### config.mk
export PLATFORM = sky130hd
export DESIGN_NAME = iso_timestamp_dst_parser
export DESIGN_NICKNAME = d
export VERILOG_FILES = /design/src/rtl/core/itdp_pkg.sv /design/src/rtl/core/iso_timestamp_dst_parser.sv
export VERILOG_INCLUDE_DIRS = /design/src /design/src/rtl/core
export SDC_FILE = /design/constraint.sdc
export NUM_CORES = 1
export LEC_CHECK = 0
export BUFFER_PORTS_ARGS = -buffer_cell sky130_fd_sc_hd__buf_4
export CORE_MARGIN = 2
export CORE_UTILIZATION = 25
export DETAILED_ROUTE_END_ITERATION = 8
export PLACE_DENSITY = 0.43
export SYNTH_ARGS = -nofsm -noshare
export SYNTH_HDL_FRONTEND = slang
export SYNTH_SLANG_ARGS = --single-unit
### constraint.sdc
create_clock -name clk -period 5.6 [get_ports clk]
set_input_delay 1.12 -clock clk [delete_from_list [all_inputs] [get_ports clk]]
set_output_delay 1.12 -clock clk [all_outputs]
set_load 0.01 [all_outputs]
### src/rtl/core/iso_timestamp_dst_parser_defines.svh
// Assertion macros for the timestamp parser.
// Each macro samples on the rising edge of clk and is disabled while rst is high.
`ifndef ISO_TIMESTAMP_DST_PARSER_DEFINES_SVH
`define ISO_TIMESTAMP_DST_PARSER_DEFINES_SVH

// The consequent must hold in the same cycle as the antecedent.
`define ITDP_ASSERT_SAME(lbl, ante, cons, msg) \
  lbl: assert property (@(posedge clk) disable iff (rst) (ante) |-> (cons)) \
    else $error(msg);

// The consequent must hold in the cycle after the antecedent.
`define ITDP_ASSERT_NEXT(lbl, ante, cons, msg) \
  lbl: assert property (@(posedge clk) disable iff (rst) (ante) |=> (cons)) \
    else $error(msg);

`endif

### src/rtl/core/itdp_pkg.sv
// Shared types, constants and lookup functions for the timestamp parser.
// Depends on nothing; every other file of the block but the defines header imports it.
package itdp_pkg;

  localparam int YEAR_W     = 14;
  localparam int CFG_IDX_W  = 2;
  localparam int CFG_DATA_W = 14;

  localparam logic [CFG_IDX_W-1:0] REG_MIN_YEAR = 2'd0;
  localparam logic [CFG_IDX_W-1:0] REG_MAX_YEAR = 2'd1;

  localparam logic [YEAR_W-1:0] MIN_YEAR_RST = 14'd2000;
  localparam logic [YEAR_W-1:0] MAX_YEAR_RST = 14'd2099;

  localparam logic [7:0] CH_DASH  = 8'h2D;
  localparam logic [7:0] CH_COLON = 8'h3A;
  localparam logic [7:0] CH_T     = 8'h54;
  localparam logic [7:0] CH_Z     = 8'h5A;
  localparam logic [7:0] CH_DOT   = 8'h2E;
  localparam logic [7:0] CH_SEMI  = 8'h3B;
  localparam logic [7:0] CH_ZERO  = 8'h30;
  localparam logic [7:0] CH_ONE   = 8'h31;
  localparam logic [7:0] CH_NINE  = 8'h39;

  typedef enum logic [2:0] {
    PH_BASE      = 3'd0,
    PH_AFTER_SEC = 3'd1,
    PH_MS        = 3'd2,
    PH_AFTER_MS  = 3'd3,
    PH_AFTER_Z   = 3'd4,
    PH_PREFIX    = 3'd5,
    PH_DIGIT     = 3'd6,
    PH_DONE      = 3'd7
  } phase_t;

  typedef struct packed {
    logic [7:0] char_in;
    logic       last_char;
  } char_beat_t;

  typedef struct packed {
    logic              valid_res;
    logic [YEAR_W-1:0] year;
    logic [3:0]        month;
    logic [4:0]        day;
    logic [4:0]        hour;
    logic [5:0]        minute;
    logic [5:0]        second;
    logic [9:0]        millis;
    logic              dst_given;
    logic              dst_on;
  } res_beat_t;

  // Days in a month for a common year; the caller handles February of leap years.
  function automatic logic [4:0] month_len(input logic [3:0] m);
    logic [4:0] len;
    case (m)
      4'd2:    len = 5'd28;
      4'd4:    len = 5'd30;
      4'd6:    len = 5'd30;
      4'd9:    len = 5'd30;
      4'd11:   len = 5'd30;
      default: len = 5'd31;
    endcase
    return len;
  endfunction

  // Characters of the DST keyword that follows the semicolon.
  function automatic logic [7:0] dst_char(input logic [1:0] i);
    logic [7:0] ch;
    case (i)
      2'd0:    ch = 8'h44;
      2'd1:    ch = 8'h53;
      2'd2:    ch = 8'h54;
      default: ch = 8'h3D;
    endcase
    return ch;
  endfunction

endpackage

### src/rtl/core/iso_timestamp_dst_parser.sv
// Top level of the timestamp parser: character scanner, check stage and result register.
// Depends on itdp_pkg and on iso_timestamp_dst_parser_defines.svh for assertions.
//
// The char channel carries one character of the timestamp string per beat, with
// last_char set on the final character. Non-final characters produce no result.
// The final character produces one result beat on the res channel: a valid flag
// and the parsed date, time, milliseconds and DST suffix, all zero when invalid.
// Every character is scanned in the cycle it is accepted, so one character can be
// taken per cycle while char_stall is low. After the final character is taken, its
// result is registered in a check stage, then moves to the result register behind
// res_valid, so the next string can start right away. The limit on rate is the
// single check stage between the scanner and the result register: while a result
// waits in it because the result register is stalled, char_stall is high.
// Reset clears the scanner and both stages and loads the year window with
// 2000 to 2099. The year window is written through cfg_we, cfg_index and cfg_data.
// The user must write it only while the block is idle; the block does not enforce
// this. Indexes above 1 are ignored. A stalled result holds its value until taken.
`include "iso_timestamp_dst_parser_defines.svh"

module iso_timestamp_dst_parser (
  input  logic                               clk,
  input  logic                               rst,
  input  logic                               char_valid,
  output logic                               char_stall,
  input  itdp_pkg::char_beat_t               char_beat,
  output logic                               res_valid,
  input  logic                               res_stall,
  output itdp_pkg::res_beat_t                res_beat,
  input  logic                               cfg_we,
  input  logic [itdp_pkg::CFG_IDX_W-1:0]     cfg_index,
  input  logic [itdp_pkg::CFG_DATA_W-1:0]    cfg_data
);
  import itdp_pkg::*;

  typedef struct packed {
    logic [4:0]        position;
    logic              bad;
    logic [YEAR_W-1:0] year_acc;
    logic [6:0]        year_hi;
    logic [6:0]        year_lo;
    logic [6:0]        month_acc;
    logic [6:0]        day_acc;
    logic [6:0]        hour_acc;
    logic [6:0]        minute_acc;
    logic [6:0]        second_acc;
    logic [9:0]        millis_acc;
    phase_t            phase;
    logic [1:0]        dst_bits;
  } scan_t;

  localparam scan_t SCAN_RST = '{
    position:   5'd0,
    bad:        1'b0,
    year_acc:   '0,
    year_hi:    7'd0,
    year_lo:    7'd0,
    month_acc:  7'd0,
    day_acc:    7'd0,
    hour_acc:   7'd0,
    minute_acc: 7'd0,
    second_acc: 7'd0,
    millis_acc: 10'd0,
    phase:      PH_BASE,
    dst_bits:   2'd0
  };

  function automatic logic [6:0] add7(input logic [6:0] acc, input logic [3:0] d);
    return 7'(acc * 7'd10 + 7'(d));
  endfunction

  logic [YEAR_W-1:0] min_year;
  logic [YEAR_W-1:0] max_year;
  scan_t             scan;
  scan_t             scan_next;
  scan_t             held;
  logic              held_valid;
  logic              char_take;
  logic              held_move;
  logic [7:0]        c;
  logic              dig;
  logic [3:0]        d;
  logic              leap;
  logic [4:0]        max_day;
  logic              ok;
  res_beat_t         res_next;

  assign char_stall = held_valid && res_valid && res_stall;
  assign char_take  = char_valid && !char_stall;
  assign held_move  = held_valid && (!res_valid || !res_stall);

  assign c   = char_beat.char_in;
  assign dig = (c >= CH_ZERO) && (c <= CH_NINE);
  assign d   = dig ? c[3:0] : 4'd0;

  always_ff @(posedge clk) begin
    if (rst) begin
      min_year <= MIN_YEAR_RST;
      max_year <= MAX_YEAR_RST;
    end else if (cfg_we) begin
      case (cfg_index)
        REG_MIN_YEAR: min_year <= cfg_data;
        REG_MAX_YEAR: max_year <= cfg_data;
        default: ;
      endcase
    end
  end

  always_comb begin
    scan_next = scan;
    if (scan.position != 5'd31) begin
      scan_next.position = scan.position + 5'd1;
    end
    if (!scan.bad) begin
      if (scan.position == 5'd31) begin
        scan_next.bad = 1'b1;
      end else begin
        case (scan.phase)
          PH_BASE: begin
            if (scan.position == 5'd4 || scan.position == 5'd7) begin
              if (c != CH_DASH) scan_next.bad = 1'b1;
            end else if (scan.position == 5'd10) begin
              if (c != CH_T) scan_next.bad = 1'b1;
            end else if (scan.position == 5'd13 || scan.position == 5'd16) begin
              if (c != CH_COLON) scan_next.bad = 1'b1;
            end else if (!dig) begin
              scan_next.bad = 1'b1;
            end else if (scan.position <= 5'd3) begin
              scan_next.year_acc = YEAR_W'(scan.year_acc * 14'd10 + 14'(d));
              if (scan.position <= 5'd1) begin
                scan_next.year_hi = add7(scan.year_hi, d);
              end else begin
                scan_next.year_lo = add7(scan.year_lo, d);
              end
            end else if (scan.position <= 5'd6) begin
              scan_next.month_acc = add7(scan.month_acc, d);
            end else if (scan.position <= 5'd9) begin
              scan_next.day_acc = add7(scan.day_acc, d);
            end else if (scan.position <= 5'd12) begin
              scan_next.hour_acc = add7(scan.hour_acc, d);
            end else if (scan.position <= 5'd15) begin
              scan_next.minute_acc = add7(scan.minute_acc, d);
            end else begin
              scan_next.second_acc = add7(scan.second_acc, d);
            end
            if (scan.position >= 5'd18) scan_next.phase = PH_AFTER_SEC;
          end
          PH_AFTER_SEC: begin
            if (c == CH_DOT) begin
              scan_next.phase = PH_MS;
            end else if (c == CH_Z) begin
              scan_next.phase = PH_AFTER_Z;
            end else if (c == CH_SEMI) begin
              scan_next.phase    = PH_PREFIX;
              scan_next.dst_bits = 2'd0;
            end else begin
              scan_next.bad = 1'b1;
            end
          end
          PH_MS: begin
            if (dig) begin
              scan_next.millis_acc = 10'(scan.millis_acc * 10'd10 + 10'(d));
              if (scan.position >= 5'd22) scan_next.phase = PH_AFTER_MS;
            end else begin
              scan_next.bad = 1'b1;
            end
          end
          PH_AFTER_MS: begin
            if (c == CH_Z) begin
              scan_next.phase = PH_AFTER_Z;
            end else if (c == CH_SEMI) begin
              scan_next.phase    = PH_PREFIX;
              scan_next.dst_bits = 2'd0;
            end else begin
              scan_next.bad = 1'b1;
            end
          end
          PH_AFTER_Z: begin
            if (c == CH_SEMI) begin
              scan_next.phase    = PH_PREFIX;
              scan_next.dst_bits = 2'd0;
            end else begin
              scan_next.bad = 1'b1;
            end
          end
          PH_PREFIX: begin
            if (c == dst_char(scan.dst_bits)) begin
              if (scan.dst_bits == 2'd3) begin
                scan_next.phase    = PH_DIGIT;
                scan_next.dst_bits = 2'd0;
              end else begin
                scan_next.dst_bits = scan.dst_bits + 2'd1;
              end
            end else begin
              scan_next.bad = 1'b1;
            end
          end
          PH_DIGIT: begin
            if (c == CH_ZERO || c == CH_ONE) begin
              scan_next.dst_bits = {c == CH_ONE, 1'b1};
              scan_next.phase    = PH_DONE;
            end else begin
              scan_next.bad = 1'b1;
            end
          end
          default: begin
            scan_next.bad = 1'b1;
          end
        endcase
      end
    end
  end

  always_ff @(posedge clk) begin
    if (rst) begin
      scan       <= SCAN_RST;
      held_valid <= 1'b0;
    end else begin
      if (char_take) begin
        scan <= char_beat.last_char ? SCAN_RST : scan_next;
      end
      if (char_take && char_beat.last_char) begin
        held_valid <= 1'b1;
      end else if (held_move) begin
        held_valid <= 1'b0;
      end
    end
  end

  always_ff @(posedge clk) begin
    if (char_take && char_beat.last_char) begin
      held <= scan_next;
    end
  end

  // A year divisible by 100 is leap only when its upper two digits are divisible by 4.
  assign leap = (held.year_lo == 7'd0) ? (held.year_hi[1:0] == 2'd0)
                                       : (held.year_lo[1:0] == 2'd0);

  always_comb begin
    max_day = month_len(held.month_acc[3:0]);
    if (held.month_acc == 7'd2 && leap) max_day = 5'd29;
    ok = !held.bad &&
         (held.phase == PH_AFTER_SEC || held.phase == PH_AFTER_MS ||
          held.phase == PH_AFTER_Z || held.phase == PH_DONE) &&
         held.year_acc >= min_year && held.year_acc <= max_year &&
         held.month_acc >= 7'd1 && held.month_acc <= 7'd12 &&
         held.day_acc >= 7'd1 && held.day_acc <= {2'b00, max_day} &&
         held.hour_acc <= 7'd23 && held.minute_acc <= 7'd59 &&
         held.second_acc <= 7'd59;
    res_next = '0;
    if (ok) begin
      res_next.valid_res = 1'b1;
      res_next.year      = held.year_acc;
      res_next.month     = held.month_acc[3:0];
      res_next.day       = held.day_acc[4:0];
      res_next.hour      = held.hour_acc[4:0];
      res_next.minute    = held.minute_acc[5:0];
      res_next.second    = held.second_acc[5:0];
      res_next.millis    = held.millis_acc;
      if (held.phase == PH_DONE) begin
        res_next.dst_given = held.dst_bits[0];
        res_next.dst_on    = held.dst_bits[1];
      end
    end
  end

  always_ff @(posedge clk) begin
    if (rst) begin
      res_valid <= 1'b0;
    end else if (held_move) begin
      res_valid <= 1'b1;
    end else if (!res_stall) begin
      res_valid <= 1'b0;
    end
  end

  always_ff @(posedge clk) begin
    if (held_move) begin
      res_beat <= res_next;
    end
  end

  `ITDP_ASSERT_NEXT(a_last_held, char_take && char_beat.last_char, held_valid,
    "final character was not captured for checking")
  `ITDP_ASSERT_NEXT(a_last_clears, char_take && char_beat.last_char,
    scan.position == 5'd0 && !scan.bad && scan.phase == PH_BASE,
    "scanner did not restart after the final character")
  `ITDP_ASSERT_NEXT(a_held_moves, held_valid && !res_valid, res_valid,
    "checked result did not reach the result register")
  `ITDP_ASSERT_SAME(a_invalid_zero, res_valid && !res_beat.valid_res,
    res_beat.year == '0 && res_beat.month == 4'd0 && res_beat.day == 5'd0 &&
    res_beat.millis == 10'd0 && !res_beat.dst_given && !res_beat.dst_on,
    "invalid result carries nonzero fields")
  `ITDP_ASSERT_SAME(a_dst_given, res_valid && res_beat.dst_on, res_beat.dst_given,
    "DST digit reported without a DST suffix")

endmodule

; ---- Word level (Yosys, flattened, before mapping)
; Index checks and enable logic that the tools add are counted.
[totals]
reg_bits = 241
inputBits = 30
out_inout_bits = 55
wordCells = 220
[op_classes]
addsub = 11
mul = 9
order_cmp = 19
eq_ne = 37
muxes = 64
n_reduce_logical = 41
[ops]
columns = cell, count
row1 = 63-bit two-way mux, 5
row2 = 84-bit two-way mux, 1
row3 = 79-bit two-way mux, 1
row4 = 78-bit two-way mux, 1
row5 = 28-bit two-way mux, 2
row6 = 53-bit two-way mux, 1
row7 = 7-bit by 4-bit adder with 7-bit output, 7
row8 = "7-bit by 3-bit multiplier with 6-bit output, second input constant", 7
row9 = 7-bit two-way mux, 7
row10 = 35-bit two-way mux, 1
row11 = "8-bit by 6-bit == test with 1-bit output, second input constant", 4
row12 = 5-bit two-way mux, 5
row13 = 8-bit two-way mux, 3
row14 = 21-bit two-way mux, 1
row15 = 3-bit case mux with 7 select lines, 1
row16 = 7-bit case mux with 3 select lines, 1
row17 = 1-bit two-way mux, 18
row18 = 1-bit logical AND, 17
row19 = "8-bit by 6-bit inequality test with 1-bit output, second input constant", 2
row20 = "3-bit == test, second input constant", 5
row21 = "5-bit by 4-bit <= comparator with 1-bit output, second input constant", 3
row22 = 3-bit two-way mux, 5
row23 = 14-bit by 4-bit adder with 14-bit output, 1
row24 = 14-bit >= comparator, 1
row25 = other kinds (49), 81

; ---- Longest topological paths before layout
; Gate-level depths: netlist (run 1).
[logic_depth]
depth_word = 17
ltp_mapped = 13
ltp_nobuf = 12

; ---- Worst setup path after synthesis (run 1)
; No wires, ideal clock.
[synth_path]
path_kind = input-to-reg
startpoint = input port res_stall
endpoint = register res_beat[0] (netlist name), enable pin
setup_ns = 0.544
arrival_time_ns = 5.001
t_required_ns = 5.056
setup_slack_ns = 0.055
path_stages = 1
n_path_buf = 0
cell_sequence = a21boi_0
[synth_via]
elab_chain_len = 3
[synth_lines]
columns = item, line_no
row1 = "start, declared", iso_timestamp_dst_parser.sv:27  ; input logic res_stall,
row2 = 1-bit zero test, -
row3 = 1-bit logical OR, iso_timestamp_dst_parser.sv:89  ; assign held_move = held_valid && (!res_valid || !res_stall);
row4 = 1-bit logical AND, iso_timestamp_dst_parser.sv:89
row5 = "end signal, assigned", iso_timestamp_dst_parser.sv:279  ; res_beat <= res_next;
row6 = "end, declared", iso_timestamp_dst_parser.sv:28  ; output itdp_pkg::res_beat_t res_beat,
; Every way passes these cells.
; A chain may end at the register's enable or synchronous reset.

; ---- Worst setup path after layout (run 1)
[layout_path]
startpoint = register scan[80] (netlist name)
endpoint = register scan[36] (netlist name)
[layout_via]
elab_chain_len = 12
word_cells_on_any_way = 22
classes_between = order compare (3) / eq/ne (6) / mux (11) / reduce/logical (2)
[layout_lines]
columns = item, line_no
row1 = "start, declared", iso_timestamp_dst_parser.sv:73  ; scan_t scan;
row2 = "start signal, assigned", iso_timestamp_dst_parser.sv:219  ; scan <= char_beat.last_char ? SCAN_RST : scan_next;
row3 = 5-bit by 4-bit <= comparator with 1-bit output, iso_timestamp_dst_parser.sv:136  ; end else if (scan.position <= 5'd9) begin
row4 = 7-bit two-way mux, iso_timestamp_dst_parser.sv:136
row5 = 28-bit two-way mux, iso_timestamp_dst_parser.sv:134  ; end else if (scan.position <= 5'd6) begin
row6 = 35-bit two-way mux, iso_timestamp_dst_parser.sv:127  ; end else if (scan.position <= 5'd3) begin
row7 = 63-bit two-way mux, iso_timestamp_dst_parser.sv:125  ; end else if (!dig) begin
row8 = 63-bit two-way mux, iso_timestamp_dst_parser.sv:123  ; end else if (scan.position == 5'd13 || scan.position == 5'd16) begin
row9 = 63-bit two-way mux, iso_timestamp_dst_parser.sv:121  ; end else if (scan.position == 5'd10) begin
row10 = 63-bit two-way mux, iso_timestamp_dst_parser.sv:119  ; if (scan.position == 5'd4 || scan.position == 5'd7) begin
row11 = 63-bit two-way mux, iso_timestamp_dst_parser.sv:117  ; case (scan.phase)
row12 = 78-bit two-way mux *, iso_timestamp_dst_parser.sv:114  ; if (scan.position == 5'd31) begin
row13 = 79-bit two-way mux *, iso_timestamp_dst_parser.sv:113  ; if (!scan.bad) begin
row14 = 84-bit two-way mux *, iso_timestamp_dst_parser.sv:219
; Every way passes the cells marked *; elsewhere a longest branch is shown, timed or not.

==> results.toml, run 1 <==
[worst_setup_path]
slowest_stage = "a21oi_1"
cpMostUsedCell = "ha_1"
crit_fanout = 16
crit_required_ps = 6020
r2r-start = "scan[80]"
slowest_delay_ps = 510
cp-startpoint = "scan[80]"
crit_family = "simple AND/OR/NAND/NOR gates"
worstSetupPathType = "reg -> reg"
path_buf_inv = 0
worstSetupEndpointType = "register"
cp-start-kind = "register"
crit_arrival_ps = 3950
cp_cell_sequence = "ha_1, and3_1, ha_1, nor3_1, and4_1, o2111a_1, nand2_1, a21oi_1, o32ai_1"

[clock_network]
h-tree-depth = 1
ctsLongestPathBuffers = 3
cts_resized = 0
cts_hold_buf = 0
insertion_delay_ps = 560
path_clk_slew_ps = 60
cts_root_buf = "clkbuf_16"
cts_sinks = 236
cts_setup_buffers = 0
cts_inserted_buffers = 28
cts_tree = "yes"

[final_layout]
fin_area_um2 = 16000
fill_cells = 5643
fin_nets = 1625
syn2layout_area_growth_pct = 17.5
final_util_pct = 29.8
drive_gt1_share_pct = 11.8
antenna_cells = 0

[timing]
slew_headroom_pct = 34.1
finalCriticalPeriod_ps = 3520
worstMarginPinSlew_ps = 985
period_share_pct = 62.9
setup_viol = 0
max_freq_ghz = 0.284
finalSetupTns_ps = 0
clock_skew_ps = 16.4
whs_ps = 456
rsz0062_at_grt = "false"
hold_viol = 0
slew_viol_final = 0

[logic_synthesis]
ys_seq_elements = 236
synth.avg_cell_area_um2 = 9.69
ys_types = 79
synth.most_common_cell = "nand2_1"
synth-main-ff-cell = "edfxtp_1"
syn-instance-count = 1406
yosysSeqAreaShare_pct = 44.0
syn_nets = 1557
yosysTopAreaCell = "edfxtp_1"
synthTopCellsByCount = "nand2_1, edfxtp_1, ha_1"
yosysWarnings = 0
synth_area_um2 = 13600
synthArstFlopShare_pct = 0
synthTopCellsByArea = "edfxtp_1, dfxtp_1, ha_1"
synth_top_area_share_pct = 28.0
synth_edf_count = 127

[global_routing]
grt_use_total_pct = 13.8
grt_pass1_vias = 10400
grt_antenna_before_repair = 0
grt_max_degree = 57
grt_pass1_wl_mm = 61.1
grt_remaining_overflow = 0

[routing]
vias = 10500
ant_nets = 0
drc = 0
wl_per_cell_um = 17.9
drt_iter0_markers = 575
via_per_inst = 4.80
drt_pass1_iterations = 7
wl_mm = 39.1

[floorplan]
core_area_um2 = 53800
row_count = 85
design.die.area_um2 = 56400
initial_utilization_pct = 25.3
ioPinCount = 85
chipWidth_um = 238
die_h_um = 238

[placed_design]
dpl.hpwl_mm = 28.6
routabilityCongestion = 0.806
placed_cell_area_um2 = 15000
portBuffers = 84

[power_and_ir_drop]
vdd_drop_max_uv = 205
power_uw = 4040
leakage_uw = 0.00621
power_density_nw_per_um2 = 252

[worst_hold_path]
hp-start = "max_year[6]"
hp-class = "reg -> reg"

[run_status]
status = "completed"

[run]
maxCapViolCount = 0
[final timing paths]
path                 end  slack (ps)  depth (start not counted)
max reg2reg     scan[36]        2080                          9
min reg2reg  max_year[6]         460                          2
min          max_year[6]         460                          2
max             scan[36]        2080                          9
[area by class of cell]
| class | instances | area [um2] | area share (%) |
|---|---|---|---|
| multi-input combinational | 1027 | 7120 | 44.4 |
| timing repair buffer | 101 | 758 | 4.74 |
| sequential | 236 | 6000 | 37.4 |
| tap | 696 | 871 | 5.44 |
| clock inverter | 14 | 191 | 1.20 |
| clock buffer | 38 | 779 | 4.87 |
| inverter | 80 | 300 | 1.88 |
[per-stage QoR]
stage,cells,setup WS [ps]
2_1_floorplan,1406,54.8
3_3_place_gp,2140,1670
3_5_place_dp,2140,1610
4_1_cts,2192,2060
5_1_grt,2192,1730
6_report,2192,2080
[layout by cell type (no fill, tap or decap), types with 6 or more instances in the layout]
cell / count
nand2_1: 173
edfxtp_1: 127
ha_1: 113
dfxtp_1: 109
buf_4: 101
a21oi_1: 81
nor2_1: 76
inv_1: 75
xnor2_1: 68
o21ai_0: 67
and3_1: 59
clkbuf_16: 29
o21ai_1: 26
nand3_1: 23
nor3_1: 22
nand2b_1: 21
xor2_1: 21
a22oi_1: 17
nand3b_1: 16
mux2_2: 15
nand4_1: 14
a211o_1: 13
a21o_1: 13
o31ai_1: 13
nor4_1: 11
nor2b_1: 10
nor3b_1: 9
maj3_1: 9
clkinv_1: 8
o211ai_1: 8
fa_1: 8
o32ai_1: 7
clkbuf_1: 7
a2bb2oi_1: 6
[power breakdown]
group	internal (uW)	total [uW]	leakage, uW	switching [uW]
clock network	1200	1930	0.000470	737
logic	75.6	231	0.00362	156
registers	1850	1870	0.00212	20.6
[tightest hold or removal path, cell delays in order (launching register included)]
cell and delay [ps]:
dfxtp_1 310, nand2_1 50, a21oi_1 50
[cells by family after synthesis]
kind of cell    after synthesis  share of synthesized area, %
mux                          20                          1.62
buf+inv                     143                          4.01
flops                       236                          44.0
fa+ha+maj                   130                          12.2
xor+xnor                     89                          5.72
compound gates              309                          14.5
simple gates                479                          17.9
[sequential cells by signal, summed over array words and instances, names as in the netlist]
name,count
res_beat,53
min_year,14
held_valid,1
scan,79
held,74
max_year,14
res_valid,1
[per-layer routing]
layer / vias to the layer above / track usage (%) / part of all wire [%] / wire length [um]
met5: - / 0 / 0 / 0
met4: 0 / 3.41 / 1.7 / 669
met3: 42 / 1.63 / 3.7 / 1450
met2: 185 / 21.8 / 45 / 17600
met1: 5051 / 19.9 / 50 / 19500
li1: 5242 / - / - / -
Power figures use the tool's default switching activity.
==> inputs of run 2 (changes only) <==
Settings changed: PLACE_DENSITY 0.43 to 0.42.
Clock period 5.6 ns to 3.6 ns, I/O delays scaled along.
==> run 2 against run 1 <==
Compared with the run above:
- largest cell class unchanged
- highest routed layer unchanged
- global-route usage rose by 0.30 points
- sequential power is 56% higher
- count of clock-buffer cells in the layout grew 1
- fmax grew 9.6%
- sequential share of layout area is 0.36 points lower
- cell count increased by 1.8%
- power rose by 46%
- via count up 1.0%
- wire length increased by 0.16%
==> results.toml, run 2 (synthesized netlist as in run 1, its figures left out) <==
[run_status]
status = "completed"

[floorplan]
ioPinCount = 85
core_area_um2 = 53800
row_count = 85
initial_utilization_pct = 25.3
design.die.area_um2 = 56400
chipWidth_um = 238
die_h_um = 238

[timing]
setup_viol = 0
finalCriticalPeriod_ps = 3220
setup_slack_ps = 384
worstMarginPinSlew_ps = 1020
slew_viol_final = 0
clock_skew_ps = 10.6
rsz0062_at_grt = "false"
max_freq_ghz = 0.311
finalSetupTns_ps = 0
whs_ps = 384
slew_headroom_pct = 31.7
hold_viol = 0
period_share_pct = 89.3

[run]
maxCapViolCount = 0

[worst_setup_path]
worstSetupEndpointType = "register"
cp-startpoint = "scan[65]"
crit_required_ps = 3890
cp_cell_sequence = "ha_1, ha_1, inv_1, fa_1, nor2b_1, o22ai_1, xnor2_1, nand4_1, nor4_1, xnor2_1, o21ai_1"
cp-start-kind = "register"
slowest_delay_ps = 420
path_depth = 11
crit_fanout = 7
worstSetupPathType = "reg -> reg"
r2r-start = "scan[65]"
slowest_stage = "nor4_1"
r2r-end = "held[77]"
path_buf_inv = 1
crit_arrival_ps = 3510
reg2reg_slack_ps = 380
reg2regPathDepth = 11
crit_family = "adder cells"
crit_end = "held[77]"

[final_layout]
drive_gt1_share_pct = 13.7
fin_nets = 1664
layout_common_cells = "nand2_1, buf_4, edfxtp_1, ha_1, dfxtp_1"
regMostFlops = "scan"
largest_register_ffs = 79
largestRegisters = "scan x79, held x74, res_beat x53"
final_util_pct = 30.0
syn2layout_area_growth_pct = 18.6
final_common_cell = "nand2_1"
antenna_cells = 0

[clock_network]
cts_sinks = 236
cts_inserted_buffers = 29
cts_root_buf = "clkbuf_16"
path_clk_slew_ps = 60
cts_setup_buffers = 0
cts_hold_buf = 0
h-tree-depth = 1
cts_tree = "yes"
ctsLongestPathBuffers = 3
cts_resized = 0
insertion_delay_ps = 550

[global_routing]
grt_pass1_wl_mm = 62.5
grt_remaining_overflow = 0
grt_use_total_pct = 14.1
grt_pass1_vias = 10700
grt_max_degree = 60
grt_antenna_before_repair = 0

[placed_design]
portBuffers = 84
dpl.hpwl_mm = 29.1
routabilityCongestion = 0.804
pre_cts_slack_ps = 216

[power_and_ir_drop]
leakage_uw = 0.00634
vdd_drop_max_uv = 311
power_density_nw_per_um2 = 365

[routing]
drt_iter0_markers = 692
wl_per_cell_um = 17.6
via_per_inst = 4.76
vias = 10600
ant_nets = 0
wl_mm = 39.2
drc = 0
drt_pass1_iterations = 5

[worst_hold_path]
hp-class = "in -> reg"
hold_path_depth = 2
## run 2: worst min path at each step
stage                           start           to
after floorplan              scan[49]     scan[49]
after detailed placement     scan[42]     scan[42]
after global placement       scan[77]     scan[77]
after global routing      cfg_data[8]  min_year[8]
final                     cfg_data[8]  min_year[8]
after CTS                 cfg_data[8]  min_year[8]
## run 2: layout make-up
type,count,area (um2)
Clock buffer,39,763
Inverter,80,300
Tap cell,696,871
Multi-Input combinational cell,1027,7120
Timing Repair Buffer,139,1060
Clock inverter,14,67.6
Fill cell,5629,37600
Sequential cell,236,6000
## run 2: per-layer routing
metal  global-route usage (%)  vias up  routed length [um]
li1                         -     5310                   -
met1                     20.5     5081               19800
met2                     22.1      188               17300
met3                     1.64       49                1390
met4                     3.53        0                 754
met5                        0        -                   0
## run 2: power breakdown
group	leakage [uW]	total (uW)	switching (uW)	internal (uW)
combinational	0.00381	374	245	129
sequential	0.00212	2910	30.3	2880
clock	0.000404	2610	1140	1480
total	0.00634	5900	1410	4480
## run 2: per-stage QoR
step	instance area (um2)	std cells	power (uW)
2_1_floorplan	13600	1406	3160
3_3_place_gp	15300	2178	3340
3_5_place_dp	15300	2178	3350
4_1_cts	16200	2231	5990
5_1_grt	16200	2231	6150
6_report	16200	2231	5900
